==> src/hw/rtl/assert_macros.svh <==
// Assertion macros shared by the RTL modules.
// Requires clk and rst_n in the scope of use.
`ifndef ASSERT_MACROS_SVH
`define ASSERT_MACROS_SVH

// Property must hold whenever out of reset.
`define CHK_ALWAYS(lbl, expr, msg) \
  lbl: assert property (@(posedge clk) disable iff (!rst_n) (expr)) else $error(msg);

// Antecedent implies consequent in the next cycle.
`define CHK_NEXT(lbl, ante, cons, msg) \
  lbl: assert property (@(posedge clk) disable iff (!rst_n) (ante) |=> (cons)) else $error(msg);

`endif

==> src/hw/rtl/fpaa_pkg.sv <==
// Package for the fractional PAA reducer: widths, types, register indexes.
// No dependencies.
package fpaa_pkg;
  localparam int MaxWindowDef   = 65536;
  localparam int MaxSegmentsDef = 1024;
  localparam int SumW = 44;
  localparam int PosMax = 131071;

  localparam logic [1:0] REG_START   = 2'd0;
  localparam logic [1:0] REG_WINDOW  = 2'd1;
  localparam logic [1:0] REG_SEGMENT = 2'd2;

  // Job handed from front to back.
  typedef struct packed {
    logic              divide;   // 1: segment mean, 0: pass-through
    logic signed [SumW-1:0] sum;
    logic [16:0]       x;
    logic signed [15:0] smp;
    logic [15:0]       idx;
    logic              last;
  } job_t;
endpackage

==> src/hw/rtl/fpaa_front.sv <==
// Front end: row tracking, windowing and weighted accumulation.
// Depends on fpaa_pkg.
module fpaa_front import fpaa_pkg::*; #(
  parameter int MAX_WINDOW   = MaxWindowDef,
  parameter int MAX_SEGMENTS = MaxSegmentsDef
) (
  input  logic               clk,
  input  logic               rst_n,
  input  logic               take,
  input  logic signed [15:0] smp,
  input  logic               first,
  input  logic [15:0]        start_offset,
  input  logic [16:0]        window_len,
  input  logic [10:0]        segment_count,
  output logic               job_vld,
  output job_t               job
);
  logic [16:0] pos_r, pos_nxt, pos_cur, fill_r, fill_nxt, fill_cur;
  logic [15:0] seg_r, seg_nxt, seg_cur;
  logic signed [SumW-1:0] sum_r, sum_nxt, sum_cur;
  logic [16:0] x, l, w, take_w, rest;
  logic [17:0] fl;
  logic inwin;

  always_comb begin
    x = (window_len > 17'(MAX_WINDOW)) ? 17'(MAX_WINDOW) : window_len;
    l = {6'd0, segment_count};
    if (l == '0) l = 17'd1;
    if (l > 17'(MAX_SEGMENTS)) l = 17'(MAX_SEGMENTS);
    pos_cur  = first ? '0 : pos_r;
    seg_cur  = first ? '0 : seg_r;
    fill_cur = first ? '0 : fill_r;
    sum_cur  = first ? '0 : sum_r;
    w = pos_cur - {1'b0, start_offset};
    inwin = (x != '0) && (pos_cur >= {1'b0, start_offset}) && (w < x);
    fl = {1'b0, fill_cur} + {1'b0, l};
    take_w = (x > fill_cur) ? x - fill_cur : '0;
    if (take_w > l) take_w = l;
    rest = l - take_w;
    pos_nxt = (pos_cur != 17'(PosMax)) ? pos_cur + 17'd1 : pos_cur;
    seg_nxt = seg_cur; fill_nxt = fill_cur; sum_nxt = sum_cur;
    job_vld = 1'b0;
    job.divide = 1'b0; job.sum = '0; job.x = x; job.smp = smp;
    job.idx = w[15:0]; job.last = (w == x - 17'd1);
    if (inwin) begin
      if (x <= l) job_vld = 1'b1;
      else if (fl < {1'b0, x}) begin
        sum_nxt  = sum_cur + SumW'(smp) * $signed({1'b0, l});
        fill_nxt = fl[16:0];
      end else begin
        job_vld = 1'b1; job.divide = 1'b1;
        job.sum = sum_cur + SumW'(smp) * $signed({1'b0, take_w});
        job.idx = seg_cur;
        seg_nxt = (seg_cur != 16'hFFFF) ? seg_cur + 16'd1 : seg_cur;
        sum_nxt = SumW'(smp) * $signed({1'b0, rest});
        fill_nxt = rest;
      end
    end
  end

  always_ff @(posedge clk) begin
    if (!rst_n) begin
      pos_r <= '0; seg_r <= '0; fill_r <= '0; sum_r <= '0;
    end else if (take) begin
      pos_r <= pos_nxt; seg_r <= seg_nxt; fill_r <= fill_nxt; sum_r <= sum_nxt;
    end
  end
endmodule

==> src/hw/rtl/fpaa_back.sv <==
// Back end: queue of jobs and a radix-2 restoring divider for the means.
// Depends on fpaa_pkg and assert_macros.svh.
`include "assert_macros.svh"
module fpaa_back import fpaa_pkg::*; (
  input  logic               clk,
  input  logic               rst_n,
  input  logic               job_vld,
  input  job_t               job,
  output logic               full,
  output logic               out_valid,
  input  logic               out_stall,
  output logic signed [15:0] coefficient,
  output logic [15:0]        coeff_index,
  output logic               row_last
);
  typedef enum logic [1:0] {ST_IDLE, ST_DIV, ST_OUT} st_t;
  localparam int MagW = SumW;

  job_t q_r [2];
  logic [1:0] cnt_r;
  logic       rd_r, wr_r;
  st_t        st_r;
  job_t       cur_r;
  logic       neg_r;
  logic [MagW-1:0] quo_r;
  logic [17:0] rem_r;
  logic [5:0]  bit_r;
  logic        pop, push;
  logic [18:0] trial;
  logic [MagW:0] qr;
  logic signed [MagW+1:0] v;
  logic signed [15:0] res;

  assign push = job_vld;
  assign pop  = (st_r == ST_IDLE) && (cnt_r != '0);
  assign full = (cnt_r == 2'd2);
  assign trial = {rem_r, quo_r[MagW-1]} - {2'b0, cur_r.x};

  always_comb begin
    qr = {1'b0, quo_r} + ((({rem_r, 1'b0}) >= {1'b0, cur_r.x}) ? 1'b1 : 1'b0);
    v = neg_r ? -$signed({1'b0, qr}) : $signed({1'b0, qr});
    if (v > 32767) res = 16'sd32767;
    else if (v < -32768) res = -16'sd32768;
    else res = v[15:0];
  end

  always_ff @(posedge clk) begin
    if (push) q_r[wr_r] <= job;
    if (!rst_n) begin
      cnt_r <= '0; rd_r <= 1'b0; wr_r <= 1'b0; st_r <= ST_IDLE; out_valid <= 1'b0;
    end else begin
      if (push) wr_r <= ~wr_r;
      if (pop) rd_r <= ~rd_r;
      cnt_r <= cnt_r + {1'b0, push} - {1'b0, pop};
      case (st_r)
        ST_IDLE: if (pop) begin
          cur_r <= q_r[rd_r];
          neg_r <= q_r[rd_r].sum[SumW-1];
          quo_r <= q_r[rd_r].sum[SumW-1] ? MagW'(-q_r[rd_r].sum) : MagW'(q_r[rd_r].sum);
          rem_r <= '0; bit_r <= '0;
          st_r  <= q_r[rd_r].divide ? ST_DIV : ST_OUT;
          if (!q_r[rd_r].divide) begin
            coefficient <= q_r[rd_r].smp; coeff_index <= q_r[rd_r].idx;
            row_last <= q_r[rd_r].last; out_valid <= 1'b1;
          end
        end
        ST_DIV: begin
          if (!trial[18]) begin
            rem_r <= trial[17:0]; quo_r <= {quo_r[MagW-2:0], 1'b1};
          end else begin
            rem_r <= {rem_r[16:0], quo_r[MagW-1]}; quo_r <= {quo_r[MagW-2:0], 1'b0};
          end
          bit_r <= bit_r + 6'd1;
          if (bit_r == 6'(MagW-1)) st_r <= ST_OUT;
        end
        ST_OUT: begin
          if (!out_valid) begin
            coefficient <= res; coeff_index <= cur_r.idx;
            row_last <= cur_r.last; out_valid <= 1'b1;
          end else if (!out_stall) begin
            out_valid <= 1'b0; st_r <= ST_IDLE;
          end
        end
        default: st_r <= ST_IDLE;
      endcase
    end
  end

  `CHK_ALWAYS(a_no_overflow, !(full && push), "job queue overflow")
  `CHK_NEXT(a_div_len, (st_r == ST_DIV) && (bit_r != 6'(MagW-1)), st_r == ST_DIV, "divider quit early")
  `CHK_ALWAYS(a_out_state, !out_valid || st_r == ST_OUT, "result shown outside output state")
endmodule

==> src/hw/rtl/fractional_paa_reducer.sv <==
// Fractional PAA reducer: top level, config registers, front and back ends.
// Depends on fpaa_pkg, fpaa_front, fpaa_back.
// Pass-through: pop, then show; segment mean: pop, 44-bit divide, then show.
// The back end works on one job at a time, popping the next only when idle;
// samples flow at one per cycle until the two-entry job queue fills, then stall.
// Reset: synchronous active-low; registers 0/1024/16, row state cleared.
module fractional_paa_reducer import fpaa_pkg::*; #(
  parameter int MAX_WINDOW   = MaxWindowDef,
  parameter int MAX_SEGMENTS = MaxSegmentsDef
) (
  input  logic               clk,
  input  logic               rst_n,
  input  logic               in_valid,
  output logic               in_stall,
  input  logic signed [15:0] in_sample,
  input  logic               in_row_first,
  output logic               out_valid,
  input  logic               out_stall,
  output logic signed [15:0] out_coefficient,
  output logic [15:0]        out_coeff_index,
  output logic               out_row_last,
  input  logic               cfg_valid,
  output logic               cfg_ready,
  input  logic [1:0]         cfg_index,
  input  logic [16:0]        cfg_data
);
  logic [15:0] start_r;
  logic [16:0] window_r;
  logic [10:0] segs_r;
  logic        full, take, jv;
  job_t        job;

  assign cfg_ready = 1'b1;
  // any item, windowed or not, waits while the queue is full
  assign in_stall = full;
  assign take = in_valid && !in_stall;

  always_ff @(posedge clk) begin
    if (!rst_n) begin
      start_r <= '0; window_r <= 17'd1024; segs_r <= 11'd16;
    end else if (cfg_valid) begin
      case (cfg_index)
        REG_START:   start_r  <= cfg_data[15:0];
        REG_WINDOW:  window_r <= cfg_data;
        REG_SEGMENT: segs_r   <= cfg_data[10:0];
        default: ;
      endcase
    end
  end

  fpaa_front #(.MAX_WINDOW(MAX_WINDOW), .MAX_SEGMENTS(MAX_SEGMENTS)) u_front (
    .clk, .rst_n, .take, .smp(in_sample), .first(in_row_first),
    .start_offset(start_r), .window_len(window_r), .segment_count(segs_r),
    .job_vld(jv), .job
  );

  fpaa_back u_back (
    .clk, .rst_n, .job_vld(jv && take), .job, .full,
    .out_valid, .out_stall, .coefficient(out_coefficient),
    .coeff_index(out_coeff_index), .row_last(out_row_last)
  );
endmodule

==> config.mk <==
export PLATFORM = sky130hd
export DESIGN_NAME = fractional_paa_reducer
export DESIGN_NICKNAME = d
export VERILOG_FILES = /design/src/hw/rtl/fpaa_pkg.sv /design/src/hw/rtl/fpaa_front.sv /design/src/hw/rtl/fpaa_back.sv /design/src/hw/rtl/fractional_paa_reducer.sv
export VERILOG_INCLUDE_DIRS = /design/src /design/src/hw/rtl
export SDC_FILE = /design/constraint.sdc
export NUM_CORES = 2
export LEC_CHECK = 0
export BUFFER_PORTS_ARGS = -buffer_cell sky130_fd_sc_hd__buf_2
export CORE_MARGIN = 10
export CORE_UTILIZATION = 60
export CTS_CLUSTER_DIAMETER = 40
export DETAILED_ROUTE_END_ITERATION = 16
export GPL_TIMING_DRIVEN = 0
export PLACE_DENSITY = 0.76
export SETUP_SLACK_MARGIN = 0.05
export SYNTH_ARGS = -nofsm -noshare
export SYNTH_HDL_FRONTEND = slang
export SYNTH_SLANG_ARGS = --single-unit
==> constraint.sdc <==
create_clock -name clk -period 42.2 [get_ports clk]
set_input_delay 8.44 -clock clk [delete_from_list [all_inputs] [get_ports clk]]
set_output_delay 8.44 -clock clk [all_outputs]
set_load 0.005 [all_outputs]
==> impl_metrics.csv <==
group,metric,value,unit
status,status,"finished, violations left",
status,failed_checks,"capacitance limit, slew limit",
grt,grt_first_pass_wirelength,281,mm
clock_network,cts_tree,"yes",
route,drt-pass1-iter-count,7,
critical_path,r2r_slack,21.82,ns
critical_path,rr_startpoint,"window_r[2]",
clock_network,root_buffer,"clkbuf_16",
clock_network,hold_buffers,0,
floorplanning,start_util,0.604,
worst_hold_path,hold_path_depth,2,
run,cap_violations,1,
synth,avgSynthCellArea,8.89,µm²
synth,ys_top_cells_by_count,"inv_1, nand2_1, ha_1",
timing,fin_tns_setup,0,ns
synth,synth.most_common_cell,"inv_1",
timing,skew,0.0342,ns
critical_path,endpoint_kind,"register",
worst_hold_path,hold_start,"u_front.sum_r[35]",
critical_path,crit_type,"in2reg",
synth,yosysSeqAreaShare,0.218,
timing,fin_crit_sh,0.679,
critical_path,worstPathArrival,29.22,ns
clock_network,clk_pin_slew,0.05,ns
synth,ys.flop_type,"edfxtp_1",
synth,ys_warn_count,0,
layout,multi_input_area,0.0415,mm²
timing,maxSlewViolCount,9,
synth,synth_top_area_cell,"fa_1",
worst_hold_path,min_to,"u_front.sum_r[35]",
grt,antenna_found_initial,15,
route,wl_per_cell,22.6,µm
critical_path,crit_fanout,10,
clock_network,cts_buffer_depth,3,
critical_path,crit_family,"compound AO/OA/AOI/OAI gates",
synth,yosys.cell_types.count,99,
grt,grt_util_all_layers,0.327,
clock_network,clock_latency,0.64,ns
route,vias,49800,
critical_path,crit_start,"in_row_first",
placement,place_hpwl,149,mm
timing,final_hold_viol_count,0,
placement,port_buffers,74,
synth,syn_inst,6549,
placement,gp_congestion,1.00,
synth,synth_top_area_share,0.188,
synth,ys_ff_latch,472,
timing,worst_slew_pin_slew,1.60,ns
floorplanning,die_h,331,µm
route,dr.first_iter.drc_count,4962,
critical_path,rr_worst_depth,69,
grt,grt_overflow_total,0,
route,postRouteAntennaNets,0,
grt,grt_pass1_vias,48700,
critical_path,cpMostUsedCell,"o21ai_0",
synth,synthTopCellsByArea,"fa_1, edfxtp_1, ha_1, inv_1, dfxtp_1",
floorplanning,fp.dieW,331,µm
floorplanning,core-area,0.0964,mm²
timing,setup_viol_count_final,0,
layout,seq_area,0.0127,mm²
layout,layout-drive-gt1-share,0.0555,
route,viasPerCell,6.10,
critical_path,cp_slowest_cell,"xnor2_1",
critical_path,critPathBufInv,14,
layout,final_nets,7993,
route,routed_wl,185,mm
timing,rsz0062_at_grt,"false",
clock_network,clock-sinks,472,
floorplanning,rows,114,
synth,synth_area,0.0582,mm²
layout,syn_to_final_growth,9.18,%
clock_network,cts-buffers-inserted,75,
critical_path,slowest_delay,1.22,ns
critical_path,worstReg2RegEnd,"u_front.sum_r[42]",
clock_network,post_cts.repair.setup_buffers,0,
grt,grt_max_degree,33,
clock_network,cts_resized,0,
worst_hold_path,min-delay-path-class,"reg2reg",
synth,synth_enable_flop_cells,326,
timing,maxSlewHeadroom,-0.0771,
timing,fmaxAchievable,34.9,MHz
layout,fillers,8136,
floorplanning,dieArea,0.110,mm²
critical_path,cp.required,42.76,ns
critical_path,start_kind,"input port",
clock_network,ctsHtreeMaxLevel,3,
timing,min_period,28.66,ns
route,drc,0,
floorplanning,ios,77,
synth,async_flop_share,0,
-- stage by stage --
stage               worst slack [ns]  std cells  instance area, µm²  utilization  hold WS (ns)
finish                         13.54       8156               63500        0.659         0.450
CTS                            14.19       8145               63500        0.659         0.447
floorplan                      19.33       6638               58500            -         0.415
global placement               13.83       7988               60500        0.628         0.434
global route                   12.70       8148               63500        0.659         0.475
detailed placement             13.65       8009               60800        0.631         0.441
-- flip-flops by register name, summed over array words and instances (netlist names), named ones only --
register,flops
u_back.q_r,190
u_back.quo_r,44
u_front.sum_r,44
u_back.cur_r,34
u_back.rem_r,18
u_front.fill_r,17
u_front.pos_r,17
window_r,17
start_r,16
u_back.coeff_index,16
u_back.coefficient,16
u_front.seg_r,16
segs_r,11
u_back.bit_r,6
u_back.cnt_r,2
u_back.st_r,2
u_back.neg_r,1
u_back.out_valid,1
u_back.rd_r,1
u_back.row_last,1
u_back.wr_r,1
-- worst reg2reg max path: cells and delay by family, from the launching register on --
kind / cells / cell delay [ns]
XOR/XNOR: 1 / 1.22
adder cells (fa/ha/maj): 10 / 4.16
AND/OR/NAND/NOR: 13 / 3.71
buffers and inverters: 11 / 2.70
AO/OA/AOI/OAI: 34 / 8.20
flip-flops: 1 / 0.29
-- how the worst max path moves through the flow --
stage                   endpoint  slack, ns  depth (start not counted)
2_1_floorplan  u_front.sum_r[41]      19.33                         69
3_3_place_gp   u_front.sum_r[41]      13.83                         70
3_5_place_dp   u_front.sum_r[42]      13.65                         70
4_1_cts        u_front.sum_r[42]      14.19                         70
5_1_grt        u_front.sum_r[42]      12.70                         70
6_report       u_front.sum_r[42]      13.54                         69
-- kinds of logic (layout without fill, tap and decap cells) --
group                    Yosys count  after routing  synth area share
XOR/XNOR                         385            385            0.0584
multiplexers                     140            140            0.0251
other                              2            102          0.000129
flip-flops                       472            472             0.218
adder cells (fa/ha/maj)         1142           1142             0.316
AO/OA/AOI/OAI                   1267           1267             0.141
AND/OR/NAND/NOR                 1981           1981             0.165
buffers and inverters           1160           1391            0.0760
-- area by class of cell --
type,count,area share
Multi-Input combinational cell,5006,0.652
Sequential cell,472,0.200
Inverter,877,0.0518
Clock buffer,88,0.0315
Tap cell,1276,0.0251
Buffer,283,0.0178
Clock inverter,48,0.0110
Timing Repair Buffer,95,0.0100
Antenna cell,11,0.000433
-- layer usage --
metal  share of wire  GRT usage  routed length (µm)
met1            0.39      0.416               71900
met4           0.056      0.161               10400
met3           0.098     0.0693               18100
met5         0.00037          0                  69
met2            0.46      0.523               84200
-- layout by cell type (no fill, tap or decap), types with 28 or more instances in the layout --
master | netlist | final
ha_1 | 595 | 595
mux2_2 | 46 | 46
o31ai_1 | 30 | 29
a31oi_1 | 46 | 46
conb_1 | 2 | 91
clkbuf_16 | 0 | 78
nand2b_1 | 76 | 76
a211oi_1 | 34 | 34
o21a_1 | 38 | 38
nand2_1 | 687 | 687
xor2_1 | 132 | 132
clkbuf_1 | 236 | 245
fa_1 | 547 | 547
nor2b_1 | 135 | 135
xnor2_1 | 251 | 251
buf_2 | 10 | 84
a21boi_0 | 121 | 121
and3_1 | 63 | 63
a21oi_1 | 318 | 317
mux2i_1 | 94 | 94
nand3_1 | 116 | 116
nor3_1 | 106 | 103
and2_1 | 168 | 168
o21ai_0 | 327 | 327
dfxtp_1 | 146 | 146
edfxtp_1 | 326 | 326
nor2_1 | 418 | 416
or3_1 | 28 | 28
a21o_1 | 114 | 114
inv_1 | 875 | 875
o21bai_1 | 28 | 28
nand4_1 | 63 | 63
Power is left out: the tool's default activity adds up to more than one toggle a clock period on the data nets, which glitch-free logic cannot reach.
